### config.mk
export PLATFORM = sky130hd
export DESIGN_NAME = latest_date_text_scanner_core
export DESIGN_NICKNAME = d
export VERILOG_FILES = /design/src/sv/ldts_pkg.sv /design/src/sv/ldts_parse.sv /design/src/sv/latest_date_text_scanner_core.sv
export SDC_FILE = /design/constraint.sdc
export NUM_CORES = 1
export LEC_CHECK = 0
export ABC_AREA = 1
export CAP_MARGIN = 20
export CORE_MARGIN = 5
export CORE_UTILIZATION = 51
export CTS_CLUSTER_DIAMETER = 200
export DETAILED_ROUTE_END_ITERATION = 10
export DONT_BUFFER_PORTS = 1
export PLACE_DENSITY = 0.69
export RECOVER_POWER = 25
export SLEW_MARGIN = 20
export SYNTH_ARGS = -nofsm -noshare
export SYNTH_HDL_FRONTEND = slang
export SYNTH_HIERARCHICAL = 1
export SYNTH_SLANG_ARGS = --single-unit
### constraint.sdc
create_clock -name clk -period 6.49 [get_ports clk]
set_input_delay 0.649 -clock clk [delete_from_list [all_inputs] [get_ports clk]]
set_output_delay 0.649 -clock clk [all_outputs]
set_load 0.02 [all_outputs]
### src/sv/ldts_pkg.sv
package ldts_pkg;

    localparam int YEAR_W   = 17;
    localparam int SMALL_W  = 7;
    localparam int YEAR_MAX = 99999;
    localparam int YEAR_LIM = YEAR_MAX + 1;

    localparam logic [2:0] PH_HUNT  = 3'd0;
    localparam logic [2:0] PH_DAY   = 3'd1;
    localparam logic [2:0] PH_MPRE  = 3'd2;
    localparam logic [2:0] PH_MSIGN = 3'd3;
    localparam logic [2:0] PH_MDIG  = 3'd4;
    localparam logic [2:0] PH_YPRE  = 3'd5;
    localparam logic [2:0] PH_YSIGN = 3'd6;
    localparam logic [2:0] PH_YDIG  = 3'd7;

    localparam logic [SMALL_W-1:0] SMALL_SAT = 7'd127;
    localparam logic [SMALL_W-1:0] DAY_MAX   = 7'd31;
    localparam logic [SMALL_W-1:0] MONTH_MAX = 7'd12;

    localparam logic [7:0] CH_DOT   = 8'h2E;
    localparam logic [7:0] CH_ZERO  = 8'h30;
    localparam logic [7:0] CH_NINE  = 8'h39;
    localparam logic [7:0] CH_PLUS  = 8'h2B;
    localparam logic [7:0] CH_MINUS = 8'h2D;
    localparam logic [7:0] CH_TAB   = 8'h09;
    localparam logic [7:0] CH_CR    = 8'h0D;
    localparam logic [7:0] CH_SPACE = 8'h20;

    typedef struct packed {
        logic [2:0]         phase;
        logic               neg;
        logic [SMALL_W-1:0] day;
        logic [SMALL_W-1:0] month;
        logic [YEAR_W-1:0]  year;
    } scan_t;

    localparam scan_t SCAN_RESET = '{phase: PH_HUNT, neg: 1'b0, day: '0, month: '0, year: '0};

    function automatic logic [SMALL_W-1:0] acc_small(input logic [SMALL_W-1:0] acc,
                                                     input logic [3:0] d);
        logic [SMALL_W+3:0] v;
        v = {4'b0, acc} * 11'd10 + {7'b0, d};
        if (v > {4'b0, SMALL_SAT})
            return SMALL_SAT;
        return v[SMALL_W-1:0];
    endfunction

    function automatic logic [YEAR_W-1:0] acc_year(input logic [YEAR_W-1:0] acc,
                                                   input logic [3:0] d);
        logic [YEAR_W+3:0] v;
        v = {4'b0, acc} * (YEAR_W+4)'(10) + {(YEAR_W)'(0), d};
        if (v > (YEAR_W+4)'(YEAR_LIM))
            return (YEAR_W)'(YEAR_LIM);
        return v[YEAR_W-1:0];
    endfunction

    function automatic logic year_ok(input logic neg, input logic [YEAR_W-1:0] year);
        return !neg && (year != '0) && (year <= (YEAR_W)'(YEAR_MAX));
    endfunction

endpackage

### src/sv/ldts_parse.sv
module ldts_parse
    import ldts_pkg::*;
(
    input  logic [7:0] ch,
    input  logic       last,
    input  scan_t      cur,
    output scan_t      nxt,
    output logic       found
);

    logic       is_dig;
    logic       is_sp;
    logic       is_sign;
    logic [7:0] diff;
    logic [3:0] digit;

    assign is_dig  = (ch >= CH_ZERO) && (ch <= CH_NINE);
    assign is_sp   = ((ch >= CH_TAB) && (ch <= CH_CR)) || (ch == CH_SPACE);
    assign is_sign = (ch == CH_PLUS) || (ch == CH_MINUS);
    assign diff    = ch - CH_ZERO;
    assign digit   = diff[3:0];

    always_comb
    begin
        nxt   = cur;
        found = 1'b0;
        unique case (cur.phase)
            PH_HUNT:
            begin
                if (is_dig)
                begin
                    nxt.day   = {3'b0, digit};
                    nxt.phase = PH_DAY;
                end
            end
            PH_DAY:
            begin
                if (is_dig)
                    nxt.day = acc_small(cur.day, digit);
                else if (ch == CH_DOT && cur.day != '0 && cur.day <= DAY_MAX)
                begin
                    nxt.phase = PH_MPRE;
                    nxt.neg   = 1'b0;
                    nxt.month = '0;
                end
                else
                    nxt.phase = PH_HUNT;
            end
            PH_MPRE, PH_YPRE:
            begin
                if (!is_sp)
                begin
                    if (is_sign)
                    begin
                        nxt.neg   = (ch == CH_MINUS);
                        nxt.phase = (cur.phase == PH_MPRE) ? PH_MSIGN : PH_YSIGN;
                    end
                    else if (is_dig)
                    begin
                        if (cur.phase == PH_MPRE)
                        begin
                            nxt.month = {3'b0, digit};
                            nxt.phase = PH_MDIG;
                        end
                        else
                        begin
                            nxt.year  = {{(YEAR_W-4){1'b0}}, digit};
                            nxt.phase = PH_YDIG;
                        end
                    end
                    else
                        nxt.phase = PH_HUNT;
                end
            end
            PH_MSIGN:
            begin
                if (is_dig)
                begin
                    nxt.month = {3'b0, digit};
                    nxt.phase = PH_MDIG;
                end
                else
                    nxt.phase = PH_HUNT;
            end
            PH_YSIGN:
            begin
                if (is_dig)
                begin
                    nxt.year  = {{(YEAR_W-4){1'b0}}, digit};
                    nxt.phase = PH_YDIG;
                end
                else
                    nxt.phase = PH_HUNT;
            end
            PH_MDIG:
            begin
                if (is_dig)
                    nxt.month = acc_small(cur.month, digit);
                else if (ch == CH_DOT && !cur.neg && cur.month != '0
                         && cur.month <= MONTH_MAX)
                begin
                    nxt.phase = PH_YPRE;
                    nxt.neg   = 1'b0;
                    nxt.year  = '0;
                end
                else
                    nxt.phase = PH_HUNT;
            end
            PH_YDIG:
            begin
                if (is_dig)
                    nxt.year = acc_year(cur.year, digit);
                else
                begin
                    found     = year_ok(cur.neg, cur.year);
                    nxt.phase = PH_HUNT;
                end
            end
        endcase

        // The end of the stream closes a date whose year digits are still running.
        if (!found && last && nxt.phase == PH_YDIG)
            found = year_ok(nxt.neg, nxt.year);
    end

endmodule

### src/sv/latest_date_text_scanner_core.sv
// Scans a text stream one byte per beat for dates written as day.month.year, reports each
// date as it completes and keeps the latest one seen, which is also reported on the beat
// carrying the last byte; after that beat scan and maximum state reset for the next stream.
// A byte is taken every cycle: parsing and the running maximum are one short stage between
// the scan state registers and a result register, and a new byte is accepted while a result
// is still waiting as long as the consumer takes it in that same cycle.
module latest_date_text_scanner_core
    import ldts_pkg::*;
(
    input  logic              clk,
    input  logic              rst_n,
    input  logic              in_valid,
    output logic              in_ready,
    input  logic [7:0]        ch,
    input  logic              last,
    output logic              out_valid,
    input  logic              out_ready,
    output logic              date_found,
    output logic [4:0]        found_day,
    output logic [3:0]        found_month,
    output logic [YEAR_W-1:0] found_year,
    output logic              max_valid,
    output logic [4:0]        max_day,
    output logic [3:0]        max_month,
    output logic [YEAR_W-1:0] max_year,
    output logic              final_res
);

    scan_t             scan_reg;
    scan_t             scan_next;
    scan_t             parsed;
    logic              found;
    logic              in_fire;
    logic              newer;
    logic              best_valid_reg, best_valid_next;
    logic [4:0]        best_day_reg, best_day_next;
    logic [3:0]        best_month_reg, best_month_next;
    logic [YEAR_W-1:0] best_year_reg, best_year_next;
    logic              out_valid_reg;
    logic              date_found_reg;
    logic [4:0]        found_day_reg;
    logic [3:0]        found_month_reg;
    logic [YEAR_W-1:0] found_year_reg;
    logic              max_valid_reg;
    logic [4:0]        max_day_reg;
    logic [3:0]        max_month_reg;
    logic [YEAR_W-1:0] max_year_reg;
    logic              final_res_reg;

    ldts_parse u_parse (
        .ch    (ch),
        .last  (last),
        .cur   (scan_reg),
        .nxt   (parsed),
        .found (found)
    );

    assign in_ready = !out_valid_reg || out_ready;
    assign in_fire  = in_valid && in_ready;

    assign newer = !best_valid_reg
                || parsed.year > best_year_reg
                || (parsed.year == best_year_reg
                    && (parsed.month[3:0] > best_month_reg
                        || (parsed.month[3:0] == best_month_reg
                            && parsed.day[4:0] > best_day_reg)));

    always_comb
    begin
        best_valid_next = best_valid_reg;
        best_day_next   = best_day_reg;
        best_month_next = best_month_reg;
        best_year_next  = best_year_reg;
        if (found && newer)
        begin
            best_valid_next = 1'b1;
            best_day_next   = parsed.day[4:0];
            best_month_next = parsed.month[3:0];
            best_year_next  = parsed.year;
        end
        scan_next = last ? SCAN_RESET : parsed;
    end

    always_ff @(posedge clk or negedge rst_n)
    begin
        if (!rst_n)
        begin
            scan_reg       <= SCAN_RESET;
            best_valid_reg <= 1'b0;
            best_day_reg   <= '0;
            best_month_reg <= '0;
            best_year_reg  <= '0;
            out_valid_reg  <= 1'b0;
        end
        else
        begin
            if (in_fire)
            begin
                scan_reg <= scan_next;
                if (last)
                begin
                    best_valid_reg <= 1'b0;
                    best_day_reg   <= '0;
                    best_month_reg <= '0;
                    best_year_reg  <= '0;
                end
                else
                begin
                    best_valid_reg <= best_valid_next;
                    best_day_reg   <= best_day_next;
                    best_month_reg <= best_month_next;
                    best_year_reg  <= best_year_next;
                end
            end
            if (in_fire && (found || last))
                out_valid_reg <= 1'b1;
            else if (out_ready)
                out_valid_reg <= 1'b0;
        end
    end

    always_ff @(posedge clk)
    begin
        if (in_fire && (found || last))
        begin
            date_found_reg  <= found;
            found_day_reg   <= found ? parsed.day[4:0] : 5'd0;
            found_month_reg <= found ? parsed.month[3:0] : 4'd0;
            found_year_reg  <= found ? parsed.year : '0;
            max_valid_reg   <= best_valid_next;
            max_day_reg     <= best_day_next;
            max_month_reg   <= best_month_next;
            max_year_reg    <= best_year_next;
            final_res_reg   <= last;
        end
    end

    assign out_valid   = out_valid_reg;
    assign date_found  = date_found_reg;
    assign found_day   = found_day_reg;
    assign found_month = found_month_reg;
    assign found_year  = found_year_reg;
    assign max_valid   = max_valid_reg;
    assign max_day     = max_day_reg;
    assign max_month   = max_month_reg;
    assign max_year    = max_year_reg;
    assign final_res   = final_res_reg;

    a_found_sets_max: assert property (@(posedge clk) disable iff (!rst_n)
        out_valid && date_found |-> max_valid && max_year >= found_year)
        else $error("A reported date is missing from the kept maximum.");

    a_found_range: assert property (@(posedge clk) disable iff (!rst_n)
        out_valid && date_found |-> found_day != 5'd0 && found_month != 4'd0
            && found_month <= 4'd12 && found_year != '0)
        else $error("A reported date has a field out of range.");

    a_max_range: assert property (@(posedge clk) disable iff (!rst_n)
        out_valid && max_valid |-> max_day != 5'd0 && max_month != 4'd0
            && max_month <= 4'd12 && max_year != '0)
        else $error("The kept maximum has a field out of range.");

    a_state_cleared: assert property (@(posedge clk) disable iff (!rst_n)
        in_valid && in_ready && last |=> scan_reg.phase == PH_HUNT && !best_valid_reg)
        else $error("State was not cleared after the last byte.");

endmodule
### Word level (Yosys, flattened, before mapping)

Cells that the tools add are included.

* bits in registers: 118
* output and inout port bits: 57
* logic and storage cells: 172

* add/subtract/negate cells: 4
* multipliers: 3
* $lt $le $gt $ge: 14
* eq/ne operators: 24
* multiplexer cells: 65
* reductions and logical operators: 41

Operator list (count)
* two-way mux 17 bit: 9
* two-way mux 7 bit: 11
* two-way mux 24 bit: 3
* case mux 17 bit (4 select lines): 1
* two-way mux 35 bit: 1
* <= comparator 17 bit, second input constant: 2
* nonzero test 17 bit: 2
* == test 8 x 6 -> 1 bit, second input constant: 4
* case mux 7 bit (4 select lines): 1
* two-way mux 3 bit: 8
* adder 11 x 4 -> 11 bit: 2
* greater-than comparator 11 x 7 -> 1 bit, second input constant: 2
* adder 21 x 4 -> 21 bit: 1
* greater-than comparator 21 x 17 -> 1 bit, second input constant: 1
* inequality test 3 x 2 -> 1 bit, second input constant: 7
* case mux 3 bit (7 select lines): 1
* multiplier 17 x 3 -> 20 bit, second input constant: 1
* multiplier 7 x 3 -> 10 bit, second input constant: 2
* two-way mux 4 bit: 5
* two-way mux 1 bit: 19
* logical AND 1 bit: 18
* == test 17 bit: 1
* greater-than comparator 17 bit: 1
* == test 3 bit, second input constant: 5
* other kinds (27): 43

### Depth between registers and ports, before layout

* depth in word-level cells: 17
* depth in mapped cells: 42

### Cells and area by module

The synthesis kept the hierarchy.

By module, submodules not included
* latest_date_text_scanner_core: times used 1, cells an instance 535, area an instance 5352.6 µm²
* ldts_parse: times used 1, cells an instance 850, area an instance 4496.8 µm²

### Worst setup path before layout

Ideal clock, no wire load.

* path kind: flip-flop to flip-flop
* start point: register scan_reg[1] (netlist bit)
* end point: register date_found_reg, in the netlist date_found (enable)
* arrival: 6.375 ns
* data required time: 6.022 ns
* path slack: -0.353 ns
* cell stages (with the launch flop): 29
* clock period less this slack: 6.843 ns
* cells stage by stage: dfrtp_1 ha_1 ha_1 fa_1 nand2_1 nor2_1 nand2_1 nand2_1 nand3_1 nor2_2 nand3_2 nor2_2 nand3_1 nand2_1 nand2_1 nor2_2 buf_6 nand4_1 nand2_1 nand2_1 o21ai_1 nand2_1 a21oi_1 nand3_1 nand2_1 buf_2 clkbuf_1 nor2_1 nor2_1

RTL lines
* from (decl): line latest_date_text_scanner_core.sv:29 `scan_t scan_reg;`
* from (signal assigned): line latest_date_text_scanner_core.sv:99 `scan_reg <= scan_next;`
* to (signal assigned): line latest_date_text_scanner_core.sv:126 `date_found_reg <= found;`
* to (decl): line latest_date_text_scanner_core.sv:40 `logic date_found_reg;`

==> impl_metrics.py <==
metrics = {
    "clocking": {
        "clk_pin_slew_ns": 0.06,
        "cts_tree": "done",
        "cts_root_buf": "clkbuf_16",
        "cts_inserted_buffers": 17,
        "postCtsSetupRepairBufs": 0,
        "h-tree-depth": 4,
        "clk_latency_ns": 0.41,
        "cts.sinks": 118,
        "cts_buffer_depth": 2,
    },
    "worst_hold_path": {
        "hold_depth": 0,
        "hp-class": "primary input to flip-flop",
        "worstHoldStart": "last",
    },
    "place": {
        "port_buffers": 0,
        "dp_hpwl_mm": 18.6,
        "gp_congestion": 0.905,
    },
    "power_and_ir_drop": {
        "switching_share_pct": 25.0,
        "p_leak_nw": 5.60,
        "p_comb_share_pct": 7.1,
        "switchingPower_mw": 0.455,
        "power_frac_seq_pct": 45.5,
        "irDropWorstVdd_mv": 0.179,
        "p_per_area_mw_per_mm2": 171,
        "clkPwrFrac_pct": 47.4,
        "p_int_mw": 1.37,
    },
    "timing": {
        "hold_slack_ns": 0.337,
        "maxSlewHeadroom_pct": -145,
        "rsz0062_at_grt": "no",
        "worstMarginPinSlew_ns": 3.67,
        "finalCritPeriodShare_pct": 89.7,
        "finalSetupViolations": 0,
        "skew_ns": 0.00771,
        "hold_viol": 0,
        "fin_crit_ns": 5.82,
        "fmax_ghz": 0.172,
        "final.setup.tns_ns": 0,
        "slew_viol_final": 64,
    },
    "final_layout": {
        "largest_register_ffs": 35,
        "regArea_sq_mm": 0.00323,
        "drive_above_1_share_pct": 8.06,
        "diodes": 0,
        "nets": 1481,
        "final_common_cell": "nand2_1",
        "syn2layout_area_growth_pct": 7.91,
        "multi_input_area_sq_mm": 0.00568,
        "mostFrequentLayoutCells": "nand2_1 (432), inv_1 (207), nor2_1 (109)",
        "fillers": 1818,
    },
    "global_routing": {
        "grt_max_degree": 66,
        "use_met2_pct": 37.9,
        "grt_first_pass_wirelength_mm": 42.6,
        "top_usage_layer": "met2",
        "antenna_found_initial": 0,
        "use_met3_pct": 3.92,
        "grt_usage_pct": 23.6,
        "overflow": 0,
        "grt_pass1_vias": 8533,
        "use_met1_pct": 31.9,
    },
    "critical_path": {
        "cp_common_cell": "nand2_1",
        "worstSetupStartpointType": "flip-flop",
        "path_class": "flip-flop to flip-flop",
        "endpoint_kind": "flip-flop",
        "path_max_fanout": 27,
        "max_stage_delay_ns": 0.59,
        "cp_slowest_cell": "fa_1",
        "startpoint": "scan_reg[1]",
        "crit_arrival_ns": 5.98,
        "worstPathRequired_ns": 6.65,
        "r2r-start": "scan_reg[1]",
        "r2r_cells": 31,
    },
    "routing": {
        "vias": 8952,
        "dr.first_iter.drc_count": 858,
        "wirelength_mm": 25.7,
        "drc": 0,
        "vias_per_cell": 5.43,
        "wire_per_inst_um": 15.6,
        "first_pass_iters": 5,
        "antenna_left": 0,
    },
    "yosys": {
        "synth-seq-cells": 118,
        "post_synth.cell_area_avg_sq_um": 7.11,
        "syn_nets": 1489,
        "ys_seq_area_share_pct": 32.8,
        "syn_area_sq_mm": 0.00985,
        "yosys_warnings": 6,
        "synth_cell_types": 54,
        "synthFlopType": "dfrtp_1",
        "synth_edf_count": 55,
        "async_reset_ff_share_pct": 53.4,
        "synthCells": 1385,
    },
    "floorplanning": {
        "die_x_um": 149,
        "initial_core_util_pct": 52.3,
        "placeableCoreArea_sq_mm": 0.0188,
        "dieArea_sq_mm": 0.0222,
        "die_y_um": 149,
        "rows": 50,
        "ioPinCount": 70,
    },
    "run_status": {
        "violations": "capacitance limit, slew limit",
        "outcome": "finished with violations",
    },
    "flow_run": {
        "drv_cap": 1,
    },
}
kinds of logic after synthesis:
family / count (synthesis) / synth area share, %
flops: 118 / 32.8
simple gates: 750 / 33.0
fa+ha+maj: 91 / 12.0
buf+inv: 245 / 9.82
compound gates: 169 / 11.2
xor+xnor: 12 / 1.14
cells in the mapped netlist, types with 17 or more instances:
master | n | share of area, %
ha_1 | 85 | 11
nand3_1 | 93 | 4.7
dfrtp_1 | 63 | 16
nor2_1 | 111 | 4.2
o21ai_0 | 42 | 2.1
clkbuf_1 | 20 | 0.76
a22o_1 | 33 | 2.9
edfxtp_1 | 55 | 17
nand2_2 | 37 | 2.4
a21oi_1 | 49 | 2.5
nand2_1 | 434 | 17
inv_1 | 207 | 7.9
nand4_1 | 17 | 1.1
critical path, delay by kind of cell, from the launching register on:
family | cells | cell delay [ns]
AOI/OAI and AO/OA | 2 | 0.53
and+or+nand+nor | 25 | 3.11
DFF | 1 | 0.49
adders and majority gates | 4 | 1.42
what timing repair did:
item	in CTS	in global routing
hold buffers	1	0
endpoints found under the setup margin	0	8
resized for setup	0	1
hold endpoints to repair	63	0
final timing paths:
check | end | slack (ns)
setup reg to reg | max_year[13] | 0.67
setup / recovery | max_year[13] | 0.67
max in group asynchronous | best_year_reg[5] | 2.94
min in group asynchronous | scan_reg[21] | 1.49
hold reg to reg | best_year_reg[9] | 0.52
hold / removal | final_res | 0.34
power by group through the flow:
stage / sequential, mW / combinational, mW / clock [mW]
CTS: 0.830 / 0.132 / 0.875
global route: 0.831 / 0.146 / 0.912
finish: 0.830 / 0.130 / 0.863
detailed placement: 0.844 / 0.121 / 0
global placement: 0.844 / 0.118 / 0
floorplan: 0.839 / 0.0893 / 0
through the flow:
stage | power [mW] | util (%) | area, sq um | cells | worst slack (ns)
after detailed placement | 0.965 | 53.5 | 10100 | 1617 | 0.608
after CTS | 1.84 | 56.5 | 10600 | 1650 | 0.554
after global placement | 0.963 | 53.5 | 10100 | 1617 | 0.755
final | 1.82 | 56.4 | 10600 | 1650 | 0.669
after floorplan | 0.929 | - | 9850 | 1385 | 0.554
after global routing | 1.89 | 56.4 | 10600 | 1650 | 0.0909
area by class of cell:
class                      count  area share, %
sequential                   118           30.4
tap                          260           3.06
timing repair buffer           8          0.647
clock buffer                  22           4.27
clock inverter                10          0.765
multi-input combinational   1022           53.5
inverter                     210           7.42
metal layers:
| metal | share of wire, % | routed length (um) |
|---|---|---|
| met1 | 45 | 11600 |
| met2 | 47 | 12000 |
| met3 | 5.4 | 1380 |
| met4 | 2.8 | 725 |
| met5 | 0 | 0 |
Note: power is estimated with default switching activity, not from simulation.
